File: src/rtl/scp_pkg.sv
// Shared types, constants and helpers for the sprite clip playback block.
// Depends on nothing; used by every module in rtl.
package scp_pkg;

   localparam int MAX_FRAMES_DEF = 8;

   localparam int TIME_W   = 16;
   localparam int SPEED_W  = 12;
   localparam int PROD_W   = TIME_W + SPEED_W;
   localparam int STEP_W   = 20;
   localparam int SUM_W    = STEP_W + 1;
   localparam int FRAME_W  = 3;
   localparam int COUNT_W  = 4;
   localparam int CSR_IDX_W = 3;
   localparam int CSR_DATA_W = 64;
   localparam int STARTS_W = 128;

   localparam logic [CSR_IDX_W-1:0] CSR_CLIP_DURATION     = 3'd0;
   localparam logic [CSR_IDX_W-1:0] CSR_PLAY_SPEED        = 3'd1;
   localparam logic [CSR_IDX_W-1:0] CSR_PLAY_MODE         = 3'd2;
   localparam logic [CSR_IDX_W-1:0] CSR_FRAME_COUNT       = 3'd3;
   localparam logic [CSR_IDX_W-1:0] CSR_FRAME_STARTS_LOW  = 3'd4;
   localparam logic [CSR_IDX_W-1:0] CSR_FRAME_STARTS_HIGH = 3'd5;

   localparam logic [1:0] MODE_LOOP     = 2'd0;
   localparam logic [1:0] MODE_ONCE     = 2'd1;
   localparam logic [1:0] MODE_PINGPONG = 2'd2;

   localparam logic KIND_TICK    = 1'b0;
   localparam logic KIND_RESTART = 1'b1;

   localparam logic [TIME_W-1:0]  DURATION_RESET = 16'd1024;
   localparam logic [SPEED_W-1:0] SPEED_RESET    = 12'd256;
   localparam logic [COUNT_W-1:0] COUNT_RESET    = 4'd1;

   typedef enum logic [2:0] {
      ST_IDLE,
      ST_MUL,
      ST_SUM,
      ST_MOD,
      ST_SCAN,
      ST_DONE
   } state_type;

   typedef struct packed {
      logic              kind;
      logic [TIME_W-1:0] time_step;
   } req_type;

   typedef struct packed {
      logic [FRAME_W-1:0] frame_index;
      logic               frame_changed;
      logic               moving_backward;
      logic               still_playing;
      logic [TIME_W-1:0]  play_position;
   } rsp_type;

   function automatic logic [TIME_W-1:0] frame_start(input logic [STARTS_W-1:0] starts,
                                                     input logic [FRAME_W-1:0] idx);
      return starts[{idx, 4'b0000} +: TIME_W];
   endfunction

endpackage

File: src/rtl/sprite_clip_playback_top.sv
// Top level of the sprite clip playback block: handshakes, registers, sequencer.
// Depends on scp_pkg and scp_serial_mod.
//
// Keyframe clip playback. A tick item scales its time step by the clip speed
// with a shift-add multiplier taking one speed bit a cycle, adds it to the
// play position (subtracts it when moving back in ping-pong mode), and in loop
// mode reduces the sum modulo the duration in a bit-serial remainder unit.
// The shown frame is then found by walking the start times, one frame a cycle.
// A restart or a tick while stopped goes straight to its result.
// One item is in work at a time; a new item is taken while the previous result
// still waits in the output register. Configuration writes are taken at once.
module sprite_clip_playback_top #(
   parameter int MAX_FRAMES = scp_pkg::MAX_FRAMES_DEF
) (
   input  logic                           clock,
   input  logic                           reset,
   input  logic                           req_valid,
   output logic                           req_stall,
   input  scp_pkg::req_type               req_data,
   output logic                           rsp_valid,
   input  logic                           rsp_stall,
   output scp_pkg::rsp_type               rsp_data,
   input  logic                           csr_valid,
   output logic                           csr_ready,
   input  logic [scp_pkg::CSR_IDX_W-1:0]  csr_index,
   input  logic [scp_pkg::CSR_DATA_W-1:0] csr_data
);

   localparam int TW = scp_pkg::TIME_W;
   localparam int CW = scp_pkg::COUNT_W;
   localparam int FW = scp_pkg::FRAME_W;
   localparam logic [CW-1:0] MAX_N = CW'(MAX_FRAMES);
   localparam logic [3:0] MUL_LAST = 4'(scp_pkg::SPEED_W - 1);

   scp_pkg::state_type state_ff, state_in;

   logic [TW-1:0]                  duration_ff;
   logic [scp_pkg::SPEED_W-1:0]    speed_ff;
   logic [1:0]                     mode_ff;
   logic [CW-1:0]                  count_ff;
   logic [scp_pkg::STARTS_W-1:0]   starts_ff;

   logic [TW-1:0] pos_ff, pos_in;
   logic [FW-1:0] frame_ff, frame_in;
   logic          back_ff, back_in;
   logic          play_ff, play_in;
   logic          changed_ff, changed_in;

   logic [scp_pkg::PROD_W-1:0]  acc_ff, acc_in;
   logic [scp_pkg::PROD_W-1:0]  mcand_ff, mcand_in;
   logic [scp_pkg::SPEED_W-1:0] mplier_ff, mplier_in;
   logic [3:0]                  mul_cnt_ff, mul_cnt_in;
   logic [CW-1:0]               scan_ff, scan_in;
   logic [FW-1:0]               found_ff, found_in;

   logic                rsp_valid_ff, rsp_valid_in;
   scp_pkg::rsp_type    rsp_data_ff, rsp_data_in;

   logic                       req_take;
   logic                       rsp_free;
   logic                       mod_start;
   logic                       mod_done;
   logic [TW-1:0]              mod_rem;
   logic [TW-1:0]              dur_eff;
   logic [CW-1:0]              n_eff;
   logic [scp_pkg::STEP_W-1:0] step;
   logic [scp_pkg::SUM_W-1:0]  sum;
   logic                       scan_hit;
   logic                       quiet;

   assign dur_eff  = (duration_ff == '0) ? TW'(1) : duration_ff;
   assign n_eff    = (count_ff > MAX_N) ? MAX_N : count_ff;
   assign step     = acc_ff[scp_pkg::PROD_W-1:8];
   assign sum      = scp_pkg::SUM_W'(pos_ff) + scp_pkg::SUM_W'(step);
   assign scan_hit = (scan_ff < n_eff) &&
                     (scp_pkg::frame_start(starts_ff, scan_ff[FW-1:0]) <= pos_ff);
   assign rsp_free = !rsp_valid_ff || !rsp_stall;
   assign quiet    = (req_data.kind == scp_pkg::KIND_RESTART) || !play_ff ||
                     (count_ff == '0);

   scp_serial_mod u_mod (
      .clock     (clock),
      .reset     (reset),
      .start     (mod_start),
      .dividend  (sum),
      .divisor   (dur_eff),
      .done      (mod_done),
      .remainder (mod_rem)
   );

   // next state
   always_comb begin
      state_in = state_ff;
      case (state_ff)
         scp_pkg::ST_IDLE: begin
            if (req_valid) begin
               state_in = quiet ? scp_pkg::ST_DONE : scp_pkg::ST_MUL;
            end
         end
         scp_pkg::ST_MUL: begin
            if (mul_cnt_ff == MUL_LAST) begin
               state_in = scp_pkg::ST_SUM;
            end
         end
         scp_pkg::ST_SUM: begin
            state_in = (mode_ff == scp_pkg::MODE_LOOP) ? scp_pkg::ST_MOD : scp_pkg::ST_SCAN;
         end
         scp_pkg::ST_MOD: begin
            if (mod_done) begin
               state_in = scp_pkg::ST_SCAN;
            end
         end
         scp_pkg::ST_SCAN: begin
            if (!scan_hit) begin
               state_in = scp_pkg::ST_DONE;
            end
         end
         scp_pkg::ST_DONE: begin
            if (rsp_free) begin
               state_in = scp_pkg::ST_IDLE;
            end
         end
         default: state_in = scp_pkg::ST_IDLE;
      endcase
   end

   // control outputs
   always_comb begin
      req_stall = (state_ff != scp_pkg::ST_IDLE);
      mod_start = (state_ff == scp_pkg::ST_SUM) && (mode_ff == scp_pkg::MODE_LOOP);
      csr_ready = 1'b1;
   end

   assign req_take = req_valid && !req_stall;

   // datapath
   always_comb begin
      pos_in       = pos_ff;
      frame_in     = frame_ff;
      back_in      = back_ff;
      play_in      = play_ff;
      changed_in   = changed_ff;
      acc_in       = acc_ff;
      mcand_in     = mcand_ff;
      mplier_in    = mplier_ff;
      mul_cnt_in   = mul_cnt_ff;
      scan_in      = scan_ff;
      found_in     = found_ff;
      rsp_valid_in = rsp_valid_ff && rsp_stall;
      rsp_data_in  = rsp_data_ff;
      case (state_ff)
         scp_pkg::ST_IDLE: begin
            if (req_take) begin
               changed_in = 1'b0;
               acc_in     = '0;
               mcand_in   = scp_pkg::PROD_W'(req_data.time_step);
               mplier_in  = speed_ff;
               mul_cnt_in = '0;
               if (req_data.kind == scp_pkg::KIND_RESTART) begin
                  changed_in = (frame_ff != '0);
                  pos_in     = '0;
                  frame_in   = '0;
                  back_in    = 1'b0;
                  play_in    = 1'b1;
               end
            end
         end
         scp_pkg::ST_MUL: begin
            if (mplier_ff[0]) begin
               acc_in = acc_ff + mcand_ff;
            end
            mcand_in   = mcand_ff << 1;
            mplier_in  = mplier_ff >> 1;
            mul_cnt_in = mul_cnt_ff + 1'b1;
         end
         scp_pkg::ST_SUM: begin
            scan_in  = '0;
            found_in = '0;
            case (mode_ff)
               scp_pkg::MODE_ONCE: begin
                  if (sum >= scp_pkg::SUM_W'(dur_eff)) begin
                     pos_in  = dur_eff;
                     play_in = 1'b0;
                  end else begin
                     pos_in = sum[TW-1:0];
                  end
               end
               scp_pkg::MODE_PINGPONG: begin
                  if (!back_ff) begin
                     if (sum >= scp_pkg::SUM_W'(dur_eff)) begin
                        pos_in  = dur_eff;
                        back_in = 1'b1;
                     end else begin
                        pos_in = sum[TW-1:0];
                     end
                  end else if (step >= scp_pkg::STEP_W'(pos_ff)) begin
                     pos_in  = '0;
                     back_in = 1'b0;
                  end else begin
                     pos_in = pos_ff - step[TW-1:0];
                  end
               end
               default: begin
               end
            endcase
         end
         scp_pkg::ST_MOD: begin
            if (mod_done) begin
               pos_in = mod_rem;
            end
         end
         scp_pkg::ST_SCAN: begin
            if (scan_hit) begin
               found_in = scan_ff[FW-1:0];
               scan_in  = scan_ff + 1'b1;
            end else if (found_ff != frame_ff) begin
               back_in    = (found_ff < frame_ff);
               frame_in   = found_ff;
               changed_in = 1'b1;
            end
         end
         scp_pkg::ST_DONE: begin
            if (rsp_free) begin
               rsp_valid_in                = 1'b1;
               rsp_data_in.frame_index     = frame_ff;
               rsp_data_in.frame_changed   = changed_ff;
               rsp_data_in.moving_backward = back_ff;
               rsp_data_in.still_playing   = play_ff;
               rsp_data_in.play_position   = pos_ff;
            end
         end
         default: begin
         end
      endcase
   end

   always_ff @(posedge clock) begin
      if (reset) begin
         state_ff     <= scp_pkg::ST_IDLE;
         rsp_valid_ff <= 1'b0;
         pos_ff       <= '0;
         frame_ff     <= '0;
         back_ff      <= 1'b0;
         play_ff      <= 1'b1;
      end else begin
         state_ff     <= state_in;
         rsp_valid_ff <= rsp_valid_in;
         pos_ff       <= pos_in;
         frame_ff     <= frame_in;
         back_ff      <= back_in;
         play_ff      <= play_in;
      end
      changed_ff  <= changed_in;
      acc_ff      <= acc_in;
      mcand_ff    <= mcand_in;
      mplier_ff   <= mplier_in;
      mul_cnt_ff  <= mul_cnt_in;
      scan_ff     <= scan_in;
      found_ff    <= found_in;
      rsp_data_ff <= rsp_data_in;
   end

   always_ff @(posedge clock) begin
      if (reset) begin
         duration_ff <= scp_pkg::DURATION_RESET;
         speed_ff    <= scp_pkg::SPEED_RESET;
         mode_ff     <= scp_pkg::MODE_LOOP;
         count_ff    <= scp_pkg::COUNT_RESET;
         starts_ff   <= '0;
      end else if (csr_valid && csr_ready) begin
         case (csr_index)
            scp_pkg::CSR_CLIP_DURATION:     duration_ff <= csr_data[TW-1:0];
            scp_pkg::CSR_PLAY_SPEED:        speed_ff    <= csr_data[scp_pkg::SPEED_W-1:0];
            scp_pkg::CSR_PLAY_MODE:         mode_ff     <= csr_data[1:0];
            scp_pkg::CSR_FRAME_COUNT:       count_ff    <= csr_data[CW-1:0];
            scp_pkg::CSR_FRAME_STARTS_LOW:  starts_ff[63:0]   <= csr_data;
            scp_pkg::CSR_FRAME_STARTS_HIGH: starts_ff[127:64] <= csr_data;
            default: begin
            end
         endcase
      end
   end

   assign rsp_valid = rsp_valid_ff;
   assign rsp_data  = rsp_data_ff;

endmodule

File: src/rtl/scp_serial_mod.sv
// Bit-serial restoring remainder unit: one dividend bit per cycle.
// Depends on scp_pkg.
module scp_serial_mod (
   input  logic                        clock,
   input  logic                        reset,
   input  logic                        start,
   input  logic [scp_pkg::SUM_W-1:0]   dividend,
   input  logic [scp_pkg::TIME_W-1:0]  divisor,
   output logic                        done,
   output logic [scp_pkg::TIME_W-1:0]  remainder
);

   localparam int CNT_W = $clog2(scp_pkg::SUM_W);
   localparam logic [CNT_W-1:0] LAST = CNT_W'(scp_pkg::SUM_W - 1);

   logic                       busy_ff, busy_in;
   logic                       done_ff, done_in;
   logic [CNT_W-1:0]           cnt_ff, cnt_in;
   logic [scp_pkg::SUM_W-1:0]  dvd_ff, dvd_in;
   logic [scp_pkg::TIME_W-1:0] dvs_ff, dvs_in;
   logic [scp_pkg::TIME_W-1:0] rem_ff, rem_in;
   logic [scp_pkg::TIME_W:0]   trial;

   always_comb begin
      trial   = {rem_ff, dvd_ff[scp_pkg::SUM_W-1]};
      busy_in = busy_ff;
      done_in = 1'b0;
      cnt_in  = cnt_ff;
      dvd_in  = dvd_ff;
      dvs_in  = dvs_ff;
      rem_in  = rem_ff;
      if (start) begin
         busy_in = 1'b1;
         cnt_in  = '0;
         dvd_in  = dividend;
         dvs_in  = divisor;
         rem_in  = '0;
      end else if (busy_ff) begin
         dvd_in = dvd_ff << 1;
         if (trial >= {1'b0, dvs_ff}) begin
            rem_in = scp_pkg::TIME_W'(trial - {1'b0, dvs_ff});
         end else begin
            rem_in = trial[scp_pkg::TIME_W-1:0];
         end
         cnt_in = cnt_ff + 1'b1;
         if (cnt_ff == LAST) begin
            busy_in = 1'b0;
            done_in = 1'b1;
         end
      end
   end

   always_ff @(posedge clock) begin
      if (reset) begin
         busy_ff <= 1'b0;
         done_ff <= 1'b0;
         cnt_ff  <= '0;
      end else begin
         busy_ff <= busy_in;
         done_ff <= done_in;
         cnt_ff  <= cnt_in;
      end
      dvd_ff <= dvd_in;
      dvs_ff <= dvs_in;
      rem_ff <= rem_in;
   end

   assign done      = done_ff;
   assign remainder = rem_ff;

endmodule

File: config.mk
export PLATFORM = sky130hd
export DESIGN_NAME = sprite_clip_playback_top
export DESIGN_NICKNAME = d
export VERILOG_FILES = /design/src/rtl/scp_pkg.sv /design/src/rtl/sprite_clip_playback_top.sv /design/src/rtl/scp_serial_mod.sv
export SDC_FILE = /design/constraint.sdc
export NUM_CORES = 1
export LEC_CHECK = 0
export ABC_AREA = 1
export BUFFER_PORTS_ARGS = -buffer_cell sky130_fd_sc_hd__buf_2
export CORE_MARGIN = 10
export CORE_UTILIZATION = 50
export CTS_BUF_LIST = sky130_fd_sc_hd__clkbuf_8
export DETAILED_ROUTE_END_ITERATION = 12
export PLACE_DENSITY = 0.67
export RECOVER_POWER = 50
export SETUP_SLACK_MARGIN = 0.4
export SLEW_MARGIN = 20
export SYNTH_ARGS = -nofsm -noshare
export SYNTH_HDL_FRONTEND = slang
export SYNTH_HIERARCHICAL = 1
export SYNTH_SLANG_ARGS = --single-unit
File: constraint.sdc
create_clock -name clock -period 4.21 [get_ports clock]
set_input_delay 0.6315 -clock clock [delete_from_list [all_inputs] [get_ports clock]]
set_output_delay 0.6315 -clock clock [all_outputs]
set_load 0.02 [all_outputs]
* Yosys cells after proc, flatten, opt, wreduce, memory -nomap -nowiden *
Cells that the tools add are included.

storage, ports and cells
  bits of input ports = 89
  word-level logic and storage cells = 182
  register bits after elaboration = 349

cells by class
  order comparisons = 7
  reductions and logical operators = 43
  multiplexer cells = 64
  shift operators = 1
  eq/ne operators = 29
  bitwise logic cells = 1
  $add $sub $neg = 7

operator list
  operator                                                          count
  16-bit two-way mux                                                8
  128-bit by 8-bit variable part select with 16-bit output          1
  28-bit case mux with 2 select lines                               2
  28-bit two-way mux                                                3
  16-bit case mux with 3 select lines                               1
  21-bit two-way mux                                                2
  3-bit two-way mux                                                 12
  16-bit case mux with 2 select lines                               1
  16-bit subtractor                                                 2
  28-bit adder                                                      1
  12-bit case mux with 2 select lines                               1
  1-bit two-way mux                                                 22
  16-bit by 20-bit adder with 21-bit output                         1
  21-bit by 16-bit greater-or-equal comparator with 1-bit output    1
  20-bit by 16-bit greater-or-equal comparator with 1-bit output    1
  5-bit AND reduction                                               4
  2-bit inequality test (second input constant)                     9
  3-bit case mux with 6 select lines                                1
  2-bit AND reduction                                               9
  17-bit by 16-bit greater-or-equal comparator with 1-bit output    1
  16-bit <= comparator                                              1
  16-bit logical NOT                                                1
  4-bit case mux with 2 select lines                                2
  3-bit by 2-bit == test with 1-bit output (second input constant)  4
  33 further kinds                                                  61

* Depth between registers and ports, before layout *
Gate-level depths: netlist of run 1.

  depth in word-level cells = 7
  mapped depth = 28
  depth with buffers taken out = 26

* Modules after synthesis *
The synthesis of run 1 kept the hierarchy.

modules (own cells, without submodules)
  module                    area each (um^2)  cells an instance  times used  sequential area each (um^2)
  sprite_clip_playback_top  16664.7           2250               1           6806.5
  scp_serial_mod            3624.7            482                1           1571.5

* Worst setup path before layout of run 1 *
Ideal clock, no wire load.

  path kind = reg2reg
  start point = reg state_ff[0]
  end point = reg acc_ff[0] (netlist bit) (enable)
  arrival = 3078 ps
  path buffers = 1
  setup slack = 680 ps
  required time = 3758 ps
  stages on the path, launching flop included = 8
  library setup time = 452 ps
  cell sequence = dfxtp_1 > inv_1 > nor2_1 > inv_1 > nor2_1 > inv_2 > clkbuf_1 > o21ai_0

on the way
  cells in the longest elaborated chain, start to end = 5
  elaborated cells on any way between the ends = 9
  those cells by class = eq/ne (3); reduce/logical (6)

RTL lines
  element                                   line                             source
  from (decl)                               sprite_clip_playback_top.sv:35   scp_pkg::state_type state_ff, state_in;
  from (signal assigned)                    sprite_clip_playback_top.sv:239  state_ff <= scp_pkg::ST_IDLE;
  from (signal assigned)                    sprite_clip_playback_top.sv:246  state_ff <= state_in;
  3-bit nonzero test                        sprite_clip_playback_top.sv:129  req_stall = (state_ff != scp_pkg::ST_IDLE);
  1-bit logical NOT                         sprite_clip_playback_top.sv:134  assign req_take = req_valid && !req_stall;
  1-bit logical AND                         sprite_clip_playback_top.sv:134
  2-bit inequality test (no source line)    -
  3-bit AND reduction (no source line) (*)  -
  to (signal assigned)                      sprite_clip_playback_top.sv:254  acc_ff <= acc_in;
  to (decl)                                 sprite_clip_playback_top.sv:49   logic [scp_pkg::PROD_W-1:0] acc_ff, acc_in;

Every way passes the cells marked *; elsewhere a longest branch is shown, timed or not.
A chain may end at the register's enable or synchronous reset.

* Worst setup path after layout of run 1 *
  start point = reg pos_ff[12]
  end point = reg pos_ff[10]

on the way
  cells in the longest elaborated chain, start to end = 6
  elaborated cells on any way between the ends = 8
  those cells by class = add/sub (1); order compare (2); mux (5)

RTL lines
  element                                                             line                                                              source
  from (decl)                                                         sprite_clip_playback_top.sv:43                                    logic [TW-1:0] pos_ff, pos_in;
  from (signal assigned)                                              sprite_clip_playback_top.sv:248                                   pos_ff <= pos_in;
  16-bit by 20-bit adder with 21-bit output (*)                       sprite_clip_playback_top.sv:74                                    assign sum = scp_pkg::SUM_W'(pos_ff) + scp_pkg::SUM_W'(step);
  net sum, one bit                                                    sprite_clip_playback_top.sv:67                                    logic [scp_pkg::SUM_W-1:0] sum;
  21-bit by 16-bit greater-or-equal comparator with 1-bit output (*)  sprite_clip_playback_top.sv:181, sprite_clip_playback_top.sv:190
  16-bit two-way mux (*)                                              sprite_clip_playback_top.sv:181, sprite_clip_playback_top.sv:190
  16-bit two-way mux                                                  sprite_clip_playback_top.sv:189                                   if (!back_ff) begin
  16-bit case mux with 2 select lines (*)                             sprite_clip_playback_top.sv:179                                   case (mode_ff)
  16-bit case mux with 3 select lines (*)                             sprite_clip_playback_top.sv:151                                   case (state_ff)

Mark *: on every way through the listed nets, which the timed path passes. The rest lies on a longest branch.

==> results.yml, run 1 <==
detailed_routing:
  wirelength_mm: 64.2
  wl_met1_mm: 29.1
  vias_per_cell: 5.50
  drcViolationCount: 0
  wl_met3_mm: 4.68
  first_iter_violations: 1946
  met2_length_mm: 28.0
  antenna_left: 0
  drt-pass1-iter-count: 8
  wl_per_cell_um: 18.8
  dr_total_vias: 18800
  top_layer_used: "met5"
sta:
  skew_ps: 49.9
  finalSetupTns_ps: 0
  rsz0062_at_grt: "yes"
  fin_crit_sh: 0.882
  slew_headroom: -0.168
  final-setup-viol-count: 0
  period_needed_ps: 3710
  worst_pin_slew_ps: 1740
  fmax_ghz: 0.269
  maxSlewViolCount: 75
  finalHoldViolations: 0
place:
  place_area_um2: 21400
  hpwlAfterDp_mm: 47.2
  routabilityCongestion: 0.986
  port_buffers: 112
floorplanning:
  die_x_um: 221
  num_rows: 73
  die_area_um2: 49000
  start_util: 0.508
  io_pins: 114
  die_h_um: 221
  core-area_um2: 39900
layout:
  multi_input_area_um2: 10500
  fin_area_um2: 23000
  regArea_um2: 8380
  nNetsFinal: 3069
  n_fill_cell: 3754
  layout_common_cells: "nor2_1, nand2_1, o21ai_0, inv_1, dfxtp_1"
  area_delta_synth_final_pct: 13.5
  layout.cells.most_common: "nor2_1"
  drive_gt1_frac: 0.135
synthesis:
  synthMuxAreaShare: 0
  mappedNetlistArea_um2: 20300
  ys_types: 60
  synthCells: 2732
  yosysSeqAreaShare: 0.413
  synthXorXnorAreaFrac: 0.0108
  synth_compound_area_frac: 0.151
  syn-num-nets: 2953
  avgSynthCellArea_um2: 7.43
  yosysWarningCount: 6
  ys_ff_latch: 349
  synth_edf_count: 139
  ys_async_sr_fraction: 0
  synthAdderAreaFrac: 0.0829
  synth_top_family_by_area: "simple AND/OR/NAND/NOR gates"
  synthFlopType: "dfxtp_1"
  synthSimpleGateAreaFrac: 0.258
cts:
  clkTransAtPathRegs_ps: 70
  cts_buffers: 59
  cts_tree: "yes"
  cts_max_level: 2
  root_buffer: "clkbuf_8"
  cts_sinks: 349
  cts_buffer_depth: 3
  clkLatencyLatePin_ps: 680
  holdBufCountCts: 0
grt:
  grt_pass1_vias: 17700
  grt_first_pass_wirelength_mm: 99.7
  grt.overflow.total: 0
  grt.total_usage: 0.251
  grt_max_degree: 73
  antenna_found_initial: 1
power:
  leakage_nw: 10.8
  p_per_area_nw_per_um2: 726
  max-vdd-ir-drop_v: 0.000398
run_status:
  violations: "capacitance limit, slew limit"
  status: "complete, but fails checks"
worst_setup_path:
  start_kind: "flop"
  end_kind: "flop"
  crit_fanout: 7
  crit_arrival_ps: 4300
  critPathRequiredTime_ps: 4790
  path_class: "reg -> reg"
flow_run:
  maxCapViolations: 2
worst_hold_path:
  hold_path.class: "in -> reg"
-- cell type report --
cell class                      instances  share of cell area
Timing Repair Buffer                  185              0.0495
Sequential cell                       349               0.364
Antenna cell                            1            0.000109
Clock inverter                         40              0.0130
Multi-Input combinational cell       1962               0.456
Clock buffer                           70              0.0418
Inverter                              291              0.0475
Tap cell                              525              0.0285
-- per-stage QoR --
stage | setup WS [ps] | util | instances | total power, W | hold WS, ps
6_report | 497 | 0.577 | 3423 | 0.0167 | 184
5_1_grt | 225 | 0.577 | 3422 | 0.0180 | 166
4_1_cts | 405 | 0.568 | 3403 | 0.0163 | 148
3_5_place_dp | 347 | 0.536 | 3293 | 0.0130 | 426
3_3_place_gp | 410 | 0.536 | 3293 | 0.0128 | 423
2_1_floorplan | 680 | - | 2732 | 0.0106 | 400
-- registers in the layout, summed over array words and instances (netlist names), 3 cells and up --
register         flops
mcand_ff            28
scan_ff              4
count_ff             4
mul_cnt_ff           4
duration_ff         16
u_mod/cnt_ff         5
state_ff             3
frame_ff             3
found_ff             3
u_mod/dvd_ff        21
mplier_ff           12
u_mod/remainder     16
pos_ff              16
starts_ff          128
u_mod/dvs_ff        16
speed_ff            12
acc_ff              28
rsp_data            22
-- path summary, 6_finish.rpt --
kind / from / end / slack (ps) / cells after the start
worst max-delay path: pos_ff[12] / pos_ff[10] / 500 / 22
worst min-delay path: csr_data[43] / starts_ff[43] / 180 / 3
worst max register to register: pos_ff[12] / pos_ff[10] / 500 / 22
worst min register to register: duration_ff[6] / u_mod/dvs_ff[6] / 450 / 0
-- kinds of logic after synthesis --
logic type / Yosys count
buffers and inverters: 421
other: 1
and+or+nand+nor: 1239
xor gates and xnor gates: 25
DFF: 349
adders and majority gates: 132
AOI/OAI and AO/OA: 565
-- metal layers --
metal	GRT usage	vias up
li1	-	9205
met5	0	-
met1	0.343	8820
met3	0.0465	125
met2	0.385	680
met4	0.0958	2
-- repair_timing --
item	CTS	global route
endpoints found under the setup margin	13	30
pin swaps	0	6
setup buffers	0	18
resized for setup	5	46
hold endpoints to repair	0	0
cloned	0	1
-- critical path, cell delays in order (launching register included) --
cell and delay [ps]:
dfxtp_1 540, inv_1 220, ha_1 350, o21bai_1 310
nand2_1 100, nand3_1 120, a31o_2 140, xor2_2 180
inv_2 80, ha_4 280, nand3_1 80, nor4_2 130
nand4_1 130, nor2_1 90, nand3_1 80, nand2_2 120
nor2_8 60, buf_4 160, nand3_1 70, nand3_1 80
nand2_1 110, nand2_1 60, a21oi_2 120
-- synthesized netlist by cell type, types with 4 or more instances --
cell      instances  area share
xor2_1           16      0.0069
a21oi_2          10      0.0043
nor4_1            6      0.0019
buf_4             8      0.0030
inv_2            19      0.0035
buf_2             4     0.00099
nor3_1           16      0.0039
a31oi_1          25      0.0077
nand3_1         109       0.027
fa_1              4      0.0039
ha_1            128       0.079
buf_6             9      0.0050
xnor2_1           9      0.0039
o21bai_1         11      0.0041
a211oi_1          4      0.0015
clkbuf_1        105       0.019
nand2_2          17      0.0052
nand3b_1          9      0.0033
nand2_4           5      0.0028
o21ai_0         303       0.075
inv_1           270       0.050
o22ai_1          17      0.0052
nand3_2          12      0.0059
nor2_2           12      0.0037
o211ai_1          6      0.0022
nand2_1         494       0.091
dfxtp_1         210        0.21
edfxtp_1        139        0.21
a21oi_1         156       0.038
o21ai_1           4     0.00099
nor2_1          511       0.095
o21a_1            8      0.0030
nand4_1          26      0.0080
nor2_4           10      0.0056
-- report_power, final --
group	total, W	leakage [nW]	switching, W	internal [W]
Clock	0.00327	0.711	0.00150	0.00177
Sequential	0.00505	3.04	0.000548	0.00450
Combinational	0.00839	7.04	0.00553	0.00286
No activity file was read; power rests on OpenSTA's default activity.
==> inputs of run 2 (changes only) <==
--- a/config.mk
+++ b/config.mk
@@ -10,9 +10,11 @@
 export CORE_MARGIN = 10
 export CORE_UTILIZATION = 50
 export CTS_BUF_LIST = sky130_fd_sc_hd__clkbuf_8
+export CTS_CLUSTER_SIZE = 20
 export DETAILED_ROUTE_END_ITERATION = 12
 export PLACE_DENSITY = 0.67
 export RECOVER_POWER = 50
+export REMOVE_ABC_BUFFERS = 1
 export SETUP_SLACK_MARGIN = 0.4
 export SLEW_MARGIN = 20
 export SYNTH_ARGS = -nofsm -noshare
==> run 2 against run 1 <==
  * The flow still finishes with violations (capacitance limit, slew limit)
  * Wire length down 3.2%
  * Clock skew grew 27 ps
  * Critical path depth rose by 2
  * Largest power group unchanged
  * Register-to-register slack improved by 40 ps
  * Critical path type unchanged
  * Combinational power grew 1%
==> results.yml, run 2 (synthesis gave the netlist of run 1 again) <==
worst_setup_path:
  path_delay_family: "simple AND/OR/NAND/NOR gates"
  path_class: "reg -> reg"
  reg2reg_depth: 24
  start_kind: "flop"
  rr_startpoint: "pos_ff[1]"
  crit_buf_inv: 4
  crit_fanout: 12
  crit_path_frequent_cell: "nand3_1"
  end_kind: "flop"
  cp_cell_sequence: "inv_1, ha_1, inv_1, nand3_1, nand2_2, nand2_2, nand3_2, a31o_2, xor2_2, inv_1, ha_4, nand3_1, nor4_2, nand4_1, nor2_1, nand3_1, nand2_2, nor2_8, buf_6, nand3_1, nand3_1, nand2_1, nand2_1, a21oi_2"
  regToRegSetupSlack_ps: 540
  max_stage_delay_ps: 470
  critPathRequiredTime_ps: 4760
  slowest_stage: "dfxtp_1"
  reg2reg_to: "pos_ff[15]"
  crit_arrival_ps: 4220
place:
  hpwlAfterDp_mm: 44.9
  routabilityCongestion: 0.976
  port_buffers: 112
sta:
  rsz0062_at_grt: "no"
  period_needed_ps: 3670
  skew_ps: 76.7
  finalSetupTns_ps: 0
  final-setup-viol-count: 0
  slew_headroom: -0.461
  fin_crit_sh: 0.873
  maxSlewViolCount: 183
  fmax_ghz: 0.272
  whs_ps: 191
  worst_pin_slew_ps: 2190
  finalHoldViolations: 0
run_status:
  violations: "capacitance limit, slew limit"
  status: "complete, but fails checks"
power:
  p_seq_frac: 0.305
  p_clk_frac: 0.179
  switching_share: 0.463
  power.internal_w: 0.00881
  power.switching_w: 0.00760
  max-vdd-ir-drop_v: 0.000490
  power.total_w: 0.0164
  leakage_nw: 10.7
  power_frac_comb: 0.516
  p_per_area_nw_per_um2: 721
floorplanning:
  core-area_um2: 39900
  start_util: 0.508
  die_h_um: 221
  die_x_um: 221
  num_rows: 73
  io_pins: 114
  die_area_um2: 49000
layout:
  n_fill_cell: 3852
  largest_register_ff_count: 128
  fin_util: 0.570
  reg_top3: "starts_ff: 128 flops, acc_ff: 28 flops, mcand_ff: 28 flops"
  layout.cells.most_common: "nor2_1"
  area_delta_synth_final_pct: 12.1
  top_register: "starts_ff"
  drive_gt1_frac: 0.117
  layout_common_cells: "nor2_1, nand2_1, inv_1, o21ai_0, dfxtp_1"
  nNetsFinal: 3054
detailed_routing:
  drcViolationCount: 0
  wl_per_cell_um: 18.2
  antenna_left: 0
  vias_per_cell: 5.46
  wirelength_mm: 62.2
  drt-pass1-iter-count: 5
  dr_total_vias: 18600
  first_iter_violations: 1569
grt:
  grt.total_usage: 0.242
  antenna_found_initial: 1
  grt_first_pass_wirelength_mm: 97.0
  grt_max_degree: 123
  grt_pass1_vias: 17400
  grt.overflow.total: 0
cts:
  holdBufCountCts: 0
  cts_max_level: 2
  clkLatencyLatePin_ps: 690
  cts_buffer_depth: 3
  root_buffer: "clkbuf_8"
  clkTransAtPathRegs_ps: 70
  cts_sinks: 349
  cts_buffers: 61
  cts_tree: "yes"
worst_hold_path:
  holdPathEnd: "starts_ff[93]"
  holdPathStages: 3
  hold_path.class: "in -> reg"
  hold_start: "csr_data[29]"
flow_run:
  maxCapViolations: 4
[run 2: cell count changes in the layout (fill, tap and decap cells not counted), moves of 5 or more]
cell / change
buf_4: -14
clkbuf_8: -5
inv_1: +20
clkbuf_1: +13
clkinv_2: -5
buf_2: -16
[run 2: stage by stage]
stage               std cells  area [um^2]  setup slack (ps)
floorplan                2602        19700             -1060
global placement         3286        21400               334
detailed placement       3286        21400               302
CTS                      3398        22600               404
global route             3408        22700               232
finish                   3408        22700               536
[run 2: worst max-delay path by stage]
stage / slack [ps] / from / cells after the start / end
CTS: 400 / pos_ff[5] / 24 / pos_ff[13]
global placement: 330 / scan_ff[0] / 18 / frame_ff[2]
floorplan: -1060 / state_ff[0] / 6 / acc_ff[0]
detailed placement: 300 / pos_ff[2] / 24 / pos_ff[7]
global route: 230 / pos_ff[1] / 24 / pos_ff[15]
finish: 540 / pos_ff[1] / 24 / pos_ff[15]
[run 2: tightest hold or removal path, stage by stage]
cell,delay (ps)
buf_2,80
nor2_1,40
nor2_1,80
[run 2: final cells by class]
type	instances	area, um^2	area share
inverter	291	1090	0.0481
clock inverter	47	230	0.0101
timing repair buffer	168	1020	0.0448
sequential	349	8380	0.368
antenna	1	2.50	0.000110
multi-input combinational	1962	10500	0.460
tap	525	657	0.0289
clock buffer	65	895	0.0393
[run 2: routing by layer]
| metal | wire, um | up-vias | track usage |
|---|---|---|---|
| li1 | - | 9182 | - |
| met1 | 28200 | 8717 | 0.333 |
| met2 | 28700 | 626 | 0.386 |
| met3 | 3670 | 93 | 0.0327 |
| met4 | 1540 | 0 | 0.0778 |
| met5 | 0 | - | 0 |
[run 2: timing repair]
| item | CTS | global route |
|---|---|---|
| gates resized for setup | 14 | 31 |
| setup buffers | 0 | 9 |
| pin swaps | 0 | 1 |
| endpoints found under the setup margin | 20 | 23 |
[run 2: power by group through the flow]
stage / clock, W / sequential, W / combinational, W
after floorplan: 0 / 0.00497 / 0.00548
after global placement: 0 / 0.00502 / 0.00794
after detailed placement: 0 / 0.00505 / 0.00801
after CTS: 0.00299 / 0.00499 / 0.00811
after global routing: 0.00315 / 0.00509 / 0.00943
final: 0.00293 / 0.00501 / 0.00847
